===== config.mk =====
export PLATFORM = sky130hd
export DESIGN_NAME = ffa_out
export DESIGN_NICKNAME = d
export VERILOG_FILES = /design/src/sv/ffa_pkg.sv /design/src/sv/ffa_out.sv
export SDC_FILE = /design/constraint.sdc
export NUM_CORES = 1
export LEC_CHECK = 0
export BUFFER_PORTS_ARGS = -buffer_cell sky130_fd_sc_hd__buf_2
export CAP_MARGIN = 10
export CORE_AREA = 5 5 42 44
export CTS_CLUSTER_DIAMETER = 50
export DETAILED_ROUTE_END_ITERATION = 8
export DIE_AREA = 0 0 47 49
export PLACE_DENSITY_LB_ADDON = 0.25
export SYNTH_ARGS = -nofsm -noshare
export SYNTH_HDL_FRONTEND = slang
export SYNTH_SLANG_ARGS = --single-unit

===== constraint.sdc =====
create_clock -name clock -period 3.3 [get_ports clock]
set_clock_uncertainty 0.1 [all_clocks]
set_input_delay 0.165 -clock clock [delete_from_list [all_inputs] [get_ports clock]]
set_output_delay 0.165 -clock clock [all_outputs]
set_load 0.1 [all_outputs]

===== src/sv/ffa_pkg.sv =====
// Shared types and constants for the first-fit heap allocator.
// No dependencies; the other files that use it refer to it by scoped names.
package ffa_pkg;

   localparam int HEAP_GRANULES_DEF = 512;

   // field widths
   localparam int FUNC_W = 1;
   localparam int REQ_W  = 13;
   localparam int OFF_W  = 13;
   localparam int ST_W   = 2;

   // 8-byte granules, one granule of header per block
   localparam int GRANULE_SHIFT = 3;
   localparam int ROUND_ADD     = (2 << GRANULE_SHIFT) - 1;
   localparam int NEED_W        = REQ_W + 1 - GRANULE_SHIFT;

   localparam logic [FUNC_W-1:0] FUNC_ALLOC = 1'b0;
   localparam logic [FUNC_W-1:0] FUNC_FREE  = 1'b1;

   localparam logic [ST_W-1:0] STATUS_OK     = 2'd0;
   localparam logic [ST_W-1:0] STATUS_NOFIT  = 2'd1;
   localparam logic [ST_W-1:0] STATUS_BADOFF = 2'd2;

   typedef struct packed {
      logic [OFF_W-1:0] data_offset;
      logic [ST_W-1:0]  status;
   } result_type;

endpackage


===== src/sv/ffa_out.sv =====
// Result output register: holds one result for the rsp_ channel so the
// sequencer can take the next request. Depends on ffa_pkg.
module ffa_out (
   input  logic                          clock,
   input  logic                          reset,
   input  logic                          res_valid,
   input  ffa_pkg::result_type           res,
   output logic                          res_ready,
   output logic                          rsp_valid,
   input  logic                          rsp_stall,
   output logic [ffa_pkg::OFF_W-1:0]     rsp_data_offset,
   output logic [ffa_pkg::ST_W-1:0]      rsp_status
);

   logic                rsp_valid_ff, rsp_valid_in;
   ffa_pkg::result_type data_ff, data_in;

   assign res_ready = !rsp_valid_ff || !rsp_stall;

   always_comb begin
      data_in      = data_ff;
      rsp_valid_in = rsp_valid_ff && rsp_stall;
      if (res_valid && res_ready) begin
         data_in      = res;
         rsp_valid_in = 1'b1;
      end
   end

   always_ff @(posedge clock) begin
      if (reset) begin
         rsp_valid_ff <= 1'b0;
      end else begin
         rsp_valid_ff <= rsp_valid_in;
      end
      data_ff <= data_in;
   end

   assign rsp_valid       = rsp_valid_ff;
   assign rsp_data_offset = data_ff.data_offset;
   assign rsp_status      = data_ff.status;

endmodule


==> results of run 1 <==
[layout by cell type (no fill, tap or decap)]
cell,instances
a21oi_1,1
and2_1,1
buf_2,35
clkbuf_4,3
clkinv_1,1
dfxtp_1,1
dlygate4sd3_1,17
edfxtp_1,15
nand2_1,1
nor2_1,1
[worst max-delay path: cells and delay by family (launching register included)]
| family | cells | cell delay (ns) |
|---|---|---|
| simple gates | 2 | 0.62 |
| flops | 1 | 0.33 |
[path summary, 6_finish.rpt]
kind / depth (start not counted) / slack, ns / end / from
worst min-delay path: 2 / 0.48 / rsp_data_offset[4]$_DFFE_PP_ / res_valid
worst min register to register: 2 / 0.94 / rsp_data_offset[4]$_DFFE_PP_ / rsp_valid$_SDFF_PP0_
worst max-delay path: 2 / 1.89 / rsp_data_offset[8]$_DFFE_PP_ / rsp_valid$_SDFF_PP0_
worst max register to register: 2 / 1.89 / rsp_data_offset[8]$_DFFE_PP_ / rsp_valid$_SDFF_PP0_
[sequential cells by signal, summed over array words and instances, names as in the netlist]
register,flops
rsp_status,2
rsp_valid,1
rsp_data_offset,13
[synth_stat cells]
cell type / number
edfxtp_1: 15
and2_1: 1
nor2_1: 1
a21oi_1: 1
dfxtp_1: 1
nand2_1: 1
[timing repair]
item                      4_1_cts  5_1_grt
gates resized for setup         0        0
hold endpoints to repair       16        0
hold buffers                   17        0
[area by class of cell]
cell class,instances,area share [%]
clock inverter,1,0.4261
multi-input combinational,4,2.131
sequential,16,53.41
clock buffer,3,2.557
tap,16,2.273
timing repair buffer,52,39.20
[per-layer routing]
| layer | GRT usage [%] | part of all wire, % | wire length, µm |
|---|---|---|---|
| met5 | 0 | 0 | 0 |
| met3 | 2.214 | 7.5 | 94 |
| met2 | 24.43 | 64 | 801 |
| met4 | 5.530 | 0 | 0 |
| met1 | 10.64 | 28 | 356 |
[power by group]
part | leakage (nW) | internal, mW | switching, mW
clock network | 0.0154 | 0.0438 | 0.0611
logic | 0.217 | 0.0291 | 0.102
registers | 0.153 | 0.236 | 0.00286
total | 0.386 | 0.309 | 0.166
[cells by family after synthesis]
| family | after synthesis | synth area share, % |
|---|---|---|
| simple gates | 3 | 2.813 |
| flops | 16 | 96.16 |
| compound gates | 1 | 1.022 |
==> impl_results.md, run 1 <==
* Clock Latency Late Sink at 0.28 ns
* Setup crit end kind: flop
* Type of the worst setup path: flop to flop
* Sequential fraction of the synthesis area at 96.16%
* Core Util, Final at 62.86%
* Worst Slack Setup Final at 1.889 ns
* Diodes inserted at 0
* Critical path's slowest cell: and2_1
* Outcome: completed
* FMAX at 0.7089 GHz
* CTS Sinks at 16
* CTS tree: done
* # port buffers at 35
* Antenna violations before repair at 0
* Routed wire length at 1.252 mm
* Setup WS pre-CTS at 1.874 ns
* Register Area at 470.5 µm²
* Final count of negative-setup-slack endpoints at 0
* I/O pins at 36
* Mean Syn Cell Area at 24.46 µm²
* Peak supply drop at 0.2899 mV
* Root buffer selected by CTS: clkbuf_4
* Multi-input gate area at 18.77 µm²
* WP data required at 3.12 ns
* Share of post-route cells with drive strength above 1 at 50.00%
* Post-CTS Setup Repair Bufs at 0
* Post-detailed-route count of antenna-violating nets at 0
* Nets in the synthesized netlist at 39
* DR WL/cell at 13.61 µm
* Slew @ Worst Pin at 0.6389 ns
* DRT Pass-1 Iters at 4
* CP arrival at 1.23 ns
* GR Overflow Total at 0
* Final Net Count at 96
* First-pass GRT wire length at 1.932 mm
* Slew HR at 57.41%
* Tcrit/Tclk final at 42.75%
* Worst hold slack at 0.4769 ns
* Max H-tree Level at 1
* Initial drt markers at 4
* CP Launch Type: flop
* Post-Place Cells at 71
* Pwr Total at 0.4751 mW
* Pwr per Cell Area at 539.4 nW/µm²
* Flops & latches, synth at 16
* Max clock buf depth at 2
* Minimum clock period at 1.411 ns
* Mapped Cells at 20
* Final Hold Viols at 0
* Pleak at 0.3855 nW
* RePlAce Congestion at 0.5932
* FILL cells at 119
* Num CTS Buffers at 3
* Max Slew Vio Count at 0
* Fin area at 880.8 µm²
* Core Rows at 14
* Setup TNS Final at 0 ns
* Synth Warn # at 0
* Worst hold-check path type: input pin to flop
* Die area at 2303 µm²
* Placed cell area at 684.4 µm²
* Vias per Instance at 4.326
* Max incr delay on CP at 0.54 ns
* Post-Layout Cell Count at 92
* Synth area leaders: edfxtp_1 92%, dfxtp_1 4.1%, and2_1 1.3%, a21oi_1 1.0%, nand2_1 0.77%
* Clk slew on worst S/H paths at 0.10 ns
* RSZ-0062 raised after global routing: false
* Cell taking the most area after synthesis: edfxtp_1
* Via count at 398
* Worst Path Max Fanout at 15
* Starting density of the core at 34.91%
* Gr usage total at 12.32%
* Yosys top cell area share at 92.07%
* DRC Markers at 0
* Number of max-cap violations at 0
* Cell Area, Synth at 489.2 µm²
* CP cell instances: nand2_1 > and2_1
* Die width at 47 µm
* Vias in the first global route at 424
* Largest net degree at the start of global routing at 16
* Yosys cell types at 6
* Die Ht at 49 µm
* Area Overhead vs Synth at 80.05%
* Core area at 1401 µm²
Note: power is estimated with default switching activity, not from simulation.
==> run 2, diff against run 1 <==
--- a/config.mk
+++ b/config.mk
@@ -7,10 +7,10 @@
 export LEC_CHECK = 0
 export BUFFER_PORTS_ARGS = -buffer_cell sky130_fd_sc_hd__buf_2
 export CAP_MARGIN = 10
-export CORE_AREA = 5 5 42 44
+export CORE_MARGIN = 5
+export CORE_UTILIZATION = 37
 export CTS_CLUSTER_DIAMETER = 50
 export DETAILED_ROUTE_END_ITERATION = 8
-export DIE_AREA = 0 0 47 49
 export PLACE_DENSITY_LB_ADDON = 0.25
 export SYNTH_ARGS = -nofsm -noshare
 export SYNTH_HDL_FRONTEND = slang
==> constraint.sdc (replaced) <==
create_clock -name clock -period 1.4 [get_ports clock]
set_clock_uncertainty 0.1 [all_clocks]
set_input_delay 0.07 -clock clock [delete_from_list [all_inputs] [get_ports clock]]
set_output_delay 0.07 -clock clock [all_outputs]
set_load 0.1 [all_outputs]
==> run 2 against run 1 <==
  * Highest routed layer unchanged
  * Clock-buffer cell count unchanged
  * Via count decreased by 4.3%
  * Sequential cell count unchanged
  * Clock power increased by 130%
  * Global-route usage decreased by 0.79 points
  * Maximum frequency increased by 6.7%
  * Routed wire length decreased by 12%
  * Cell area increased by 2.8%
  * Sequential power increased by 140%
==> impl_results.md, run 2 (same netlist as run 1, synthesis figures left out) <==
* Post-Layout Cell Count at 91 (was 92)
* Worst hold slack at 0.1819 ns (was 0.4769 ns)
* Diodes inserted at 0 (unchanged)
* Worst hold-check path type: input pin to flop (unchanged)
* RePlAce Congestion at 0.6005 (was 0.5932)
* Final Hold Viols at 0 (unchanged)
* Commonest non-fill, non-tap cells in the layout: 35 x buf_2, 17 x dlygate4sd3_1, 15 x edfxtp_1 (unchanged)
* Minimum clock period at 1.323 ns (was 1.411 ns)
* RSZ-0062 raised after global routing: false (unchanged)
* Setup WS pre-CTS at 0.3170 ns (was 1.874 ns)
* FILL cells at 85 (was 119)
* Max Slew Vio Count at 0 (unchanged)
* Pwr per Cell Area at 1236 nW/µm² (was 539.4 nW/µm²)
* Type of the worst setup path: flop to flop (unchanged)
* # port buffers at 35 (unchanged)
* Max H-tree Level at 1 (unchanged)
* Final count of negative-setup-slack endpoints at 0 (unchanged)
* Setup TNS Final at 0 ns (unchanged)
* I/O pins at 36 (unchanged)
* Worst Slack Setup Final at 0.07743 ns (was 1.889 ns)
* Number of max-cap violations at 0 (unchanged)
* Multi-input gate area at 41.29 µm² (was 18.77 µm²)
* Dpl hpwl at 695.7 µm
* GR Overflow Total at 0 (unchanged)
* Worst Path Max Fanout at 3 (was 15)
* FMAX at 0.7561 GHz (was 0.7089 GHz)
* Die Ht at 46.36 µm (was 49 µm)
* Antenna violations before repair at 0 (unchanged)
* NetSw at 0.3889 mW (was 0.1665 mW)
* Via count at 381 (was 398)
* Slew @ Worst Pin at 0.4978 ns (was 0.6389 ns)
* Max FFs per register at 13 (unchanged)
* Initial drt markers at 2 (was 4)
* Clk pwr share at 21.5% (was 22.1%)
* Placed cell area at 705.7 µm² (was 684.4 µm²)
* Fin area at 905.9 µm² (was 880.8 µm²)
* Setup crit end kind: flop (unchanged)
* Vias in the first global route at 372 (was 424)
* Die width at 46.36 µm (was 47 µm)
* Core Rows at 13 (was 14)
* Die area at 2149 µm² (was 2303 µm²)
* Switching Fraction at 34.74% (was 35.04%)
* Core area at 1269 µm² (was 1401 µm²)
* DRT Pass-1 Iters at 2 (was 4)
* CTS tree: done (unchanged)
* Gr usage total at 11.53% (was 12.32%)
* Slew HR at 67.04% (was 57.41%)
* Share of post-route cells with drive strength above 1 at 55.26% (was 50.00%)
* Tcrit/Tclk final at 94.47% (was 42.75%)
* Peak supply drop at 0.8272 mV (was 0.2899 mV)
* WP data required at 1.46 ns (was 3.12 ns)
* Vias per Instance at 4.187 (was 4.326)
* DRC Markers at 0 (unchanged)
* Root buffer selected by CTS: clkbuf_4 (unchanged)
* Routed wire length at 1.098 mm (was 1.252 mm)
* Num CTS Buffers at 3 (unchanged)
* Clk slew on worst S/H paths at 0.09 ns (was 0.10 ns)
* DR WL/cell at 12.07 µm (was 13.61 µm)
* Area Overhead vs Synth at 85.17% (was 80.05%)
* Clock Latency Late Sink at 0.27 ns (was 0.28 ns)
* Outcome: completed (unchanged)
* Internal power at 0.7305 mW (was 0.3086 mW)
* Comb pwr share at 28.2% (was 27.7%)
* Commonest non-fill, non-tap cell in the layout: buf_2 (unchanged)
* Seq pwr share at 50.3% (was 50.2%)
* CP arrival at 1.39 ns (was 1.23 ns)
* First-pass GRT wire length at 1.669 mm (was 1.932 mm)
* Post-detailed-route count of antenna-violating nets at 0 (unchanged)
* Pwr Total at 1.119 mW (was 0.4751 mW)
* Core Util, Final at 71.40% (was 62.86%)
* Pleak at 0.3906 nW (was 0.3855 nW)
* Starting density of the core at 38.56% (was 34.91%)
* Post-Place Cells at 70 (was 71)
* CTS Sinks at 16 (unchanged)
* Register Area at 474.2 µm² (was 470.5 µm²)
* Final Net Count at 96 (unchanged)
* CP Launch Type: flop (unchanged)
* Largest net degree at the start of global routing at 16 (unchanged)
* Max clock buf depth at 2 (unchanged)
[run 2: worst max-delay path: stages (launching register included)]
cell and delay, ns:
dfxtp_4 0.38, a21oi_2 0.13, nor2_1 0.05, dlygate4sd3_1 0.55
[run 2: final cells by class]
cell class,count,area share [%]
clock buffer,3,2.486
clock inverter,1,0.4144
sequential,16,52.35
multi-input combinational,4,4.558
tap,15,2.072
timing repair buffer,52,38.12
[run 2: timing repair]
item,4_1_cts,5_1_grt
gates resized for setup,0,1
setup buffers,0,0
hold endpoints to repair,16,0
endpoints found under the setup margin,0,1
hold buffers,17,0
[run 2: path summary, 6_finish.rpt]
kind,from,endpoint,slack [ns],cells after the start
setup / recovery,rsp_valid$_SDFF_PP0_,rsp_valid$_SDFF_PP0_,0.08,3
hold / removal,res_valid,rsp_data_offset[2]$_DFFE_PP_,0.18,2
setup reg to reg,rsp_valid$_SDFF_PP0_,rsp_valid$_SDFF_PP0_,0.08,3
hold reg to reg,rsp_valid$_SDFF_PP0_,rsp_data_offset[2]$_DFFE_PP_,0.74,2
[run 2: layer usage]
metal  global-route usage, %  share of wire (%)  vias up
li1                        -                  -      190
met1                   12.47                 34      171
met2                   19.78                 54       20
met3                   4.297                 12        0
met4                   5.114                  0        0
met5                       0                  0        -
[run 2: power groups by stage]
stage | combinational, mW | sequential, mW | clock, mW
floorplan | 0.0249 | 0.773 | 0
global placement | 0.276 | 0.574 | 0
detailed placement | 0.277 | 0.575 | 0
CTS | 0.313 | 0.563 | 0.238
global route | 0.326 | 0.566 | 0.265
finish | 0.315 | 0.563 | 0.241
